$ cat src/rtl/tfc_pkg.sv
// ----------------------------------------------------------------------------
// tfc_pkg
// Types and constants for the thermostat frame controller.
// ----------------------------------------------------------------------------
`default_nettype none

package tfc_pkg;

  localparam int FRAME_LEN = 16;
  localparam int FRAME_AW  = $clog2(FRAME_LEN);

  // Field positions inside a command frame
  localparam int POS_HDR  = 0;
  localparam int POS_MODE = 1;
  localparam int POS_LO   = 3;
  localparam int POS_UP   = 7;
  localparam int POS_FCMD = 10;
  localparam int POS_FAN  = 11;
  localparam int POS_LAMP = 14;

  localparam logic [7:0] CH_AT = 8'h40;  // '@'
  localparam logic [7:0] CH_A  = 8'h41;  // 'A'
  localparam logic [7:0] CH_M  = 8'h4D;  // 'M'
  localparam logic [7:0] CH_S  = 8'h53;  // 'S'
  localparam logic [7:0] CH_F  = 8'h46;  // 'F'
  localparam logic [7:0] CH_X  = 8'h58;  // 'X'
  localparam logic [7:0] CH_B  = 8'h42;  // 'B'

  localparam logic [15:0] DIGIT_BASE = 16'd48;
  localparam logic [7:0]  DUTY_RESET = 8'd200;

  localparam logic [1:0] ST_NORMAL = 2'd0;
  localparam logic [1:0] ST_COLD   = 2'd1;
  localparam logic [1:0] ST_HOT    = 2'd2;

  // Result queue
  localparam int QUEUE_DEPTH = 4;
  localparam int QUEUE_AW    = $clog2(QUEUE_DEPTH);
  localparam int QUEUE_CW    = $clog2(QUEUE_DEPTH + 1);

  typedef struct packed {
    logic       func;
    logic [7:0] rx_byte;
    logic [9:0] temperature;
  } in_word_t;

  typedef struct packed {
    logic [1:0] resp_code;
    logic [7:0] fan_duty;
    logic       lamp_on;
    logic [1:0] temp_state;
    logic       last;
  } out_word_t;

endpackage

`default_nettype wire

$ cat src/rtl/thermostat_frame_controller.sv
// ----------------------------------------------------------------------------
// thermostat_frame_controller
// Serial command frame collector with a two-threshold temperature controller.
// ----------------------------------------------------------------------------
// Usage:
//   Input words (in_valid/in_stall) carry either a serial byte (func 0) or a
//   temperature sample (func 1). Every 16th byte completes a frame, which is
//   decoded in the cycle it is taken. Samples rerun the auto or manual check.
//   Result words (out_valid/out_stall) carry the response code, fan duty,
//   lamp, status and a last flag closing the responses of one input word.
//   One input word is taken per cycle while in_stall is low. Its first result
//   is offered the cycle after it is taken; a word with two responses delivers
//   the second one once the first has been popped. The flow is bounded by the
//   4-entry result queue: in_stall rises while fewer than two queue entries
//   are free, so a stalled receiver backs up into the input within three words.
//   The cfg port writes the auto-mode fan duty and is always ready.
//   Synchronous reset clears the frame, limits, actuators, the queue, and
//   loads the auto fan duty with 200.
// ----------------------------------------------------------------------------
`default_nettype none

module thermostat_frame_controller (
  input  wire logic               clk,
  input  wire logic               rst,
  input  wire logic               in_valid,
  output logic                    in_stall,
  input  wire tfc_pkg::in_word_t  in_data,
  output logic                    out_valid,
  input  wire logic               out_stall,
  output tfc_pkg::out_word_t      out_data,
  input  wire logic               cfg_valid,
  output logic                    cfg_ready,
  input  wire logic [7:0]         cfg_data
);

  logic [7:0]                  auto_fan_duty;
  logic [7:0]                  frame_store [tfc_pkg::FRAME_LEN];
  logic [tfc_pkg::FRAME_AW-1:0] byte_pos;
  logic [15:0]                 lower_limit;
  logic [15:0]                 upper_limit;
  logic [9:0]                  cur_temp;
  logic [7:0]                  duty_reg;
  logic                        lamp_reg;
  logic [1:0]                  status_reg;

  tfc_pkg::out_word_t           queue [tfc_pkg::QUEUE_DEPTH];
  logic [tfc_pkg::QUEUE_AW-1:0] rd_ptr;
  logic [tfc_pkg::QUEUE_AW-1:0] wr_ptr;
  logic [tfc_pkg::QUEUE_CW-1:0] count;

  logic        accept;
  logic        pop;
  logic        is_sample;
  logic        frame_done;
  logic        hdr_ok;
  logic [7:0]  mode;
  logic        auto_run;
  logic        man_frame;
  logic        stat_frame;
  logic        man_sample;
  logic        reparse;
  logic        respond;
  logic        push_two;
  logic [15:0] lo_p;
  logic [15:0] up_p;
  logic [15:0] fan_p;
  logic [15:0] lim_lo;
  logic [15:0] lim_up;
  logic [9:0]  temp_eff;
  logic        hot;
  logic        cold;
  logic [1:0]  code0;
  logic [7:0]  duty_next;
  logic        lamp_next;
  logic [1:0]  status_next;
  logic [1:0]  push_n;
  logic [tfc_pkg::QUEUE_CW-1:0] count_next;
  tfc_pkg::out_word_t           word0;
  tfc_pkg::out_word_t           word1;

  function automatic logic [15:0] times10(input logic [15:0] x);
    times10 = (x << 3) + (x << 1);
  endfunction

  function automatic logic [15:0] parse3(input logic [7:0] b0, input logic [7:0] b1,
                                         input logic [7:0] b2);
    logic [15:0] d0;
    logic [15:0] d1;
    logic [15:0] d2;
    d0 = {8'd0, b0} - tfc_pkg::DIGIT_BASE;
    d1 = {8'd0, b1} - tfc_pkg::DIGIT_BASE;
    d2 = {8'd0, b2} - tfc_pkg::DIGIT_BASE;
    parse3 = times10(times10(d0) + d1) + d2;
  endfunction

  assign cfg_ready = 1'b1;
  assign in_stall  = (count > tfc_pkg::QUEUE_CW'(tfc_pkg::QUEUE_DEPTH - 2));
  assign accept    = in_valid && !in_stall;
  assign out_valid = (count != '0);
  assign out_data  = queue[rd_ptr];
  assign pop       = out_valid && !out_stall;

  always_comb begin
    is_sample  = in_data.func;
    frame_done = !in_data.func &&
                 (byte_pos == tfc_pkg::FRAME_AW'(tfc_pkg::FRAME_LEN - 1));
    hdr_ok     = (frame_store[tfc_pkg::POS_HDR] == tfc_pkg::CH_AT);
    mode       = frame_store[tfc_pkg::POS_MODE];

    lo_p  = parse3(frame_store[tfc_pkg::POS_LO], frame_store[tfc_pkg::POS_LO + 1],
                   frame_store[tfc_pkg::POS_LO + 2]);
    up_p  = parse3(frame_store[tfc_pkg::POS_UP], frame_store[tfc_pkg::POS_UP + 1],
                   frame_store[tfc_pkg::POS_UP + 2]);
    fan_p = parse3(frame_store[tfc_pkg::POS_FAN], frame_store[tfc_pkg::POS_FAN + 1],
                   frame_store[tfc_pkg::POS_FAN + 2]);

    auto_run   = accept && (mode == tfc_pkg::CH_A) && (is_sample || (frame_done && hdr_ok));
    man_frame  = accept && frame_done && hdr_ok && (mode == tfc_pkg::CH_M);
    stat_frame = accept && frame_done && hdr_ok && (mode == tfc_pkg::CH_S);
    man_sample = accept && is_sample && (mode == tfc_pkg::CH_M);
    reparse    = auto_run || man_frame;
    respond    = auto_run || man_frame || stat_frame || man_sample;

    lim_lo   = reparse ? lo_p : lower_limit;
    lim_up   = reparse ? up_p : upper_limit;
    temp_eff = is_sample ? in_data.temperature : cur_temp;
    hot      = ({6'd0, temp_eff} > lim_up);
    cold     = ({6'd0, temp_eff} < lim_lo);

    // auto runs (sample or frame) and manual samples report both tests; manual and status frames report one
    push_two = (auto_run || man_sample) && hot && cold;
    code0    = hot ? tfc_pkg::ST_HOT : (cold ? tfc_pkg::ST_COLD : tfc_pkg::ST_NORMAL);

    duty_next = duty_reg;
    lamp_next = lamp_reg;
    if (auto_run) begin
      duty_next = (hot && !cold) ? auto_fan_duty : 8'd0;
      lamp_next = cold;
    end else if (man_frame) begin
      if (frame_store[tfc_pkg::POS_FCMD] == tfc_pkg::CH_F) begin
        duty_next = fan_p[7:0];
      end else if (frame_store[tfc_pkg::POS_FCMD] == tfc_pkg::CH_X) begin
        duty_next = 8'd0;
      end
      lamp_next = (frame_store[tfc_pkg::POS_LAMP] == tfc_pkg::CH_B);
    end

    status_next = status_reg;
    if (respond) begin
      status_next = push_two ? tfc_pkg::ST_COLD : code0;
    end

    word0.resp_code  = code0;
    word0.fan_duty   = duty_next;
    word0.lamp_on    = lamp_next;
    word0.temp_state = status_next;
    word0.last       = !push_two;

    word1.resp_code  = tfc_pkg::ST_COLD;
    word1.fan_duty   = duty_next;
    word1.lamp_on    = lamp_next;
    word1.temp_state = status_next;
    word1.last       = 1'b1;

    push_n     = respond ? (push_two ? 2'd2 : 2'd1) : 2'd0;
    count_next = count + tfc_pkg::QUEUE_CW'(push_n) - tfc_pkg::QUEUE_CW'(pop);
  end

  always_ff @(posedge clk) begin
    if (rst) begin
      auto_fan_duty <= tfc_pkg::DUTY_RESET;
      for (int i = 0; i < tfc_pkg::FRAME_LEN; i++) begin
        frame_store[i] <= 8'd0;
      end
      byte_pos    <= '0;
      lower_limit <= 16'd0;
      upper_limit <= 16'd0;
      cur_temp    <= 10'd0;
      duty_reg    <= 8'd0;
      lamp_reg    <= 1'b0;
      status_reg  <= tfc_pkg::ST_NORMAL;
      rd_ptr      <= '0;
      wr_ptr      <= '0;
      count       <= '0;
    end else begin
      if (cfg_valid && cfg_ready) begin
        auto_fan_duty <= cfg_data;
      end
      if (accept && !is_sample) begin
        frame_store[byte_pos] <= in_data.rx_byte;
        byte_pos              <= byte_pos + 1'b1;
      end
      if (accept && is_sample) begin
        cur_temp <= in_data.temperature;
      end
      if (reparse) begin
        lower_limit <= lo_p;
        upper_limit <= up_p;
      end
      duty_reg   <= duty_next;
      lamp_reg   <= lamp_next;
      status_reg <= status_next;
      if (pop) begin
        rd_ptr <= rd_ptr + 1'b1;
      end
      wr_ptr <= wr_ptr + push_n[tfc_pkg::QUEUE_AW-1:0];
      count  <= count_next;
    end
  end

  always_ff @(posedge clk) begin
    if (push_n != 2'd0) begin
      queue[wr_ptr] <= word0;
    end
    if (push_two) begin
      queue[wr_ptr + 1'b1] <= word1;
    end
  end

  a_queue_bound: assert property (@(posedge clk) disable iff (rst)
    count <= tfc_pkg::QUEUE_CW'(tfc_pkg::QUEUE_DEPTH))
    else $error("result queue overflow");

  a_byte_advance: assert property (@(posedge clk) disable iff (rst)
    (accept && !in_data.func) |=> (byte_pos == $past(byte_pos) + 1'b1))
    else $error("byte position did not advance");

  a_sample_held: assert property (@(posedge clk) disable iff (rst)
    (accept && in_data.func) |=> (cur_temp == $past(in_data.temperature)))
    else $error("sample not captured");

  a_two_fit: assert property (@(posedge clk) disable iff (rst)
    push_two |-> (count <= tfc_pkg::QUEUE_CW'(tfc_pkg::QUEUE_DEPTH - 2)))
    else $error("two results pushed without room");

endmodule

`default_nettype wire

$ cat config.mk
export PLATFORM = sky130hd
export DESIGN_NAME = thermostat_frame_controller
export DESIGN_NICKNAME = d
export VERILOG_FILES = /design/src/rtl/tfc_pkg.sv /design/src/rtl/thermostat_frame_controller.sv
export SDC_FILE = /design/constraint.sdc
export NUM_CORES = 1
export LEC_CHECK = 0
export BUFFER_PORTS_ARGS = -buffer_cell sky130_fd_sc_hd__buf_2
export CAP_MARGIN = 5
export CORE_MARGIN = 2
export CORE_UTILIZATION = 45
export CTS_BUF_LIST = sky130_fd_sc_hd__clkbuf_8
export CTS_CLUSTER_DIAMETER = 80
export DETAILED_ROUTE_END_ITERATION = 6
export PLACE_DENSITY = 0.7
export SYNTH_ARGS = -nofsm -noshare
export SYNTH_HDL_FRONTEND = slang
export SYNTH_SLANG_ARGS = --single-unit
$ cat constraint.sdc
create_clock -name clk -period 15.3 [get_ports clk]
set_input_delay 0 -clock clk [delete_from_list [all_inputs] [get_ports clk]]
set_output_delay 0 -clock clk [all_outputs]
set_load 0.05 [all_outputs]
==> flow_summary.json <==
{
  "status": "completed",
  "crit_path_frequent_cell": "sky130_fd_sc_hd__ha_1",
  "setup_viol": 0,
  "residual_drc": 0,
  "finalWorstSetupSlack_ns": 7.53,
  "total_routing_usage_gr_pct": 19.2,
  "route.antenna.remaining_nets": 0,
  "synth_flop_cell": "sky130_fd_sc_hd__edfxtp_1",
  "power.share.clock_pct": 24.6,
  "top_regs": "frame_store (101), queue (56)",
  "detailroute.via_count": 10238,
  "die_height_um": 184,
  "proportion_of_power_drawn_by_flip_flops_and_latches_pct": 32.6,
  "gp_routability_congestion": 0.852,
  "cts.reportedPaths.clkPinSlew_ns": 0.06,
  "drt_iter0_markers": 621,
  "synth_compound_area_share_pct": 10.7,
  "slew-limit-headroom_pct": 21.4,
  "numCtsBuffers": 40,
  "grt_setup_unrepaired": "no",
  "finalWirelength_um": 31400,
  "power-per-cell-area_nw_per_um2": 135,
  "detailedPlacementHpwl_um": 22800,
  "detail_route.vias_per_cell": 5.30,
  "cts_buffer_depth": 3,
  "criticalPathCategory": "register to register",
  "initial_utilization_pct": 45.9,
  "reg2reg_setup_slack_ns": 7.53,
  "p_leak_nw": 6.67,
  "finish.net_count": 1696,
  "synthesis.nets": 1616,
  "post_cts_buffers": 0,
  "comb_power_share_pct": 42.8,
  "dp.cells": 1827,
  "core-area_um2": 31600,
  "layout-area-overhead-vs-synth_pct": 11.4,
  "clock_tree.htree_level_count": 2,
  "fin_worst_skew_ns": 0.0332,
  "most_common_cell_after_layout_fill_and_taps_aside": "sky130_fd_sc_hd__nor2_1",
  "die_w_um": 184,
  "gr-total-overflow": 0,
  "drv_slew": 0,
  "cts_sinks": 231,
  "fmax_ghz": 0.129,
  "worstHoldPathCells": 2,
  "path_max_fanout": 19,
  "worst_hold_slack_ns": 0.0342,
  "pin_count_of_the_biggest_net_entering_global_routing": 75,
  "clock_tree.root_cell": "sky130_fd_sc_hd__clkbuf_8",
  "cts_tree": "done",
  "ys_warn_count": 0,
  "fin_util_pct": 51.1,
  "largest_register_ffs": 101,
  "intPower_mw": 1.35,
  "fillers": 2793,
  "summed_instance_area_of_the_synthesized_netlist_um2": 14500,
  "timing.setup.tns_ns": 0,
  "final-instance-count-excl-fill": 1931,
  "synthesis.instances": 1421,
  "critical_r2r_launch": "frame_store[8][4]",
  "post_synth_mux_area_share_pct": 3.97,
  "post_synthesis_simple_gate_area_fraction_pct": 17.4,
  "cpMaxStageDelayCell": "sky130_fd_sc_hd__or4b_1",
  "yosys_register_bits": 231,
  "whs_endpoint": "frame_store[12][2]",
  "portBuffers": 47,
  "async_flop_share_pct": 0,
  "adder_cell_fraction_of_synth_area_pct": 16.8,
  "first_pass_grt_wire_length_um": 52200,
  "holdCritPathClass": "input port to register",
  "standard_cell_row_count": 65,
  "design.portCount": 49,
  "drv.max_cap_violation_count": 0,
  "r2r-end": "count[2]",
  "synth_sequential_area_ratio_pct": 41.9,
  "slowest_delay_ns": 0.51,
  "max_slew.worst_pin.slew_ns": 1.17,
  "number_of_different_library_cells_in_the_post_synthesis_netlist": 79,
  "synth.avg_cell_area_um2": 10.2,
  "worst_hold_startpoint": "in_data[12]",
  "final_min_period_over_clock_period_pct": 50.8,
  "crit_arrival_ns": 8.19,
  "mostFrequentLayoutCells": "sky130_fd_sc_hd__nor2_1 (151), sky130_fd_sc_hd__edfxtp_1 (145), sky130_fd_sc_hd__inv_1 (134), sky130_fd_sc_hd__nand2_1 (112), sky130_fd_sc_hd__ha_1 (109)",
  "dominant_combinational_cell_family_by_area_after_synthesis": "simple AND/OR/NAND/NOR gates",
  "antenna_violations_before_repair": 0,
  "ir_drop_mv": 0.0837,
  "dp_slack_ns": 7.58,
  "drive_gt1_share_pct": 9.61,
  "setup.worst_path.end_class": "register",
  "largest-register": "frame_store",
  "insertion_delay_to_the_later_sink_of_the_worst_skew_pair_ns": 0.56,
  "req_time_crit_path_ns": 15.71,
  "number_of_enable_flip_flop_cells_after_synthesis": 145,
  "synth_xor_area_share_pct": 4.56,
  "power.switching_uw": 837,
  "firstDrtPassIters": 5,
  "via_count_of_the_first_global_routing_pass": 10431,
  "hold_viol": 0,
  "number_of_cells_on_the_worst_reg_to_reg_path": 35,
  "number_of_diodes": 0,
  "power.share.switching_pct": 38.4,
  "timing.critical_path.from_type": "register",
  "die_area_um2": 33700,
  "route.detailed.wl_per_inst_um": 16.3,
  "post-route-min-period_ns": 7.77
}
[power groups by stage]
stage | combinational, mW | sequential, mW | clock (mW)
global placement | 0.905 | 0.724 | 0
CTS | 0.934 | 0.712 | 0.547
finish | 0.933 | 0.712 | 0.537
global route | 1.06 | 0.716 | 0.574
detailed placement | 0.922 | 0.725 | 0
floorplan | 0.738 | 0.709 | 0
[cell type report]
cell class / count / area (um^2) / area share [%]
inverters: 123 / 462 / 2.86
repair buffers: 86 / 613 / 3.79
clock inverters: 27 / 158 / 0.975
multi-input cells: 1019 / 7760 / 48.0
well taps: 402 / 503 / 3.11
clock buffers: 43 / 592 / 3.66
flip-flops and latches: 231 / 6080 / 37.6
[repair_timing]
action / 4_1_cts / 5_1_grt
hold endpoints to repair: 58 / 0
gates resized for setup: 0 / 0
hold buffers: 34 / 0
[kinds of logic after synthesis]
logic type / after synthesis
simple gates: 501
compound gates: 241
flops: 231
buf+inv: 171
fa+ha+maj: 163
xor+xnor: 74
mux: 39
other cells: 1
[worst max-delay path by stage]
stage / startpoint / endpoint / slack, ns / cells after the start
final: frame_store[8][4] / count[2] / 7.53 / 35
after global routing: frame_store[4][4] / count[2] / 6.96 / 30
after CTS: frame_store[8][4] / count[2] / 7.53 / 35
after detailed placement: frame_store[8][4] / count[2] / 7.58 / 35
after global placement: frame_store[4][4] / count[2] / 7.80 / 30
after floorplan: frame_store[7][2] / count[2] / 8.27 / 37
[cells in the mapped netlist (all sizes together), types with 6 or more instances]
cell    count  area, um^2
a211oi      7        52.6
a21o       13        97.6
a21oi      95         479
a31oi       8        50.1
a41oi       9        86.3
and2      106         663
buf        18         105
clkbuf     30         113
dfxtp      86        1720
edfxtp    145        4350
fa         54        1080
ha        109        1360
inv       122         458
mux2        9         101
mux2i      16         160
mux4       14         315
nand2     113         427
nand2b      8        50.1
nand3      15        75.1
nand3b      6        45.0
nand4       8        56.3
nor2      152         578
nor2b      15        93.8
nor3       23         115
nor4       11        68.8
o21a       14         105
o21ai      50         262
or3        11        68.8
xnor2      41         359
xor2       32         280
[critical path: cells and delay by family (launching register included)]
family | cells | cell delay, ns
adders and majority gates | 9 | 2.99
AOI/OAI and AO/OA | 9 | 1.57
and+or+nand+nor | 8 | 1.40
xor gates and xnor gates | 5 | 0.97
DFF | 1 | 0.44
buffers and inverters | 4 | 0.28
[layer usage]
layer	GRT usage (%)	up-vias	part of all wire, %
met5	0	-	0
met4	5.76	0	2.5
met3	2.67	58	4.2
met2	31.9	210	46
met1	26.2	4860	47
li1	-	5110	-
[through the flow]
step	power [mW]	cell area [um^2]
floorplan	1.45	14500
global placement	1.63	15100
detailed placement	1.65	15100
CTS	2.19	16200
global route	2.35	16200
finish	2.18	16200
Note: power is estimated with default switching activity, not from simulation.
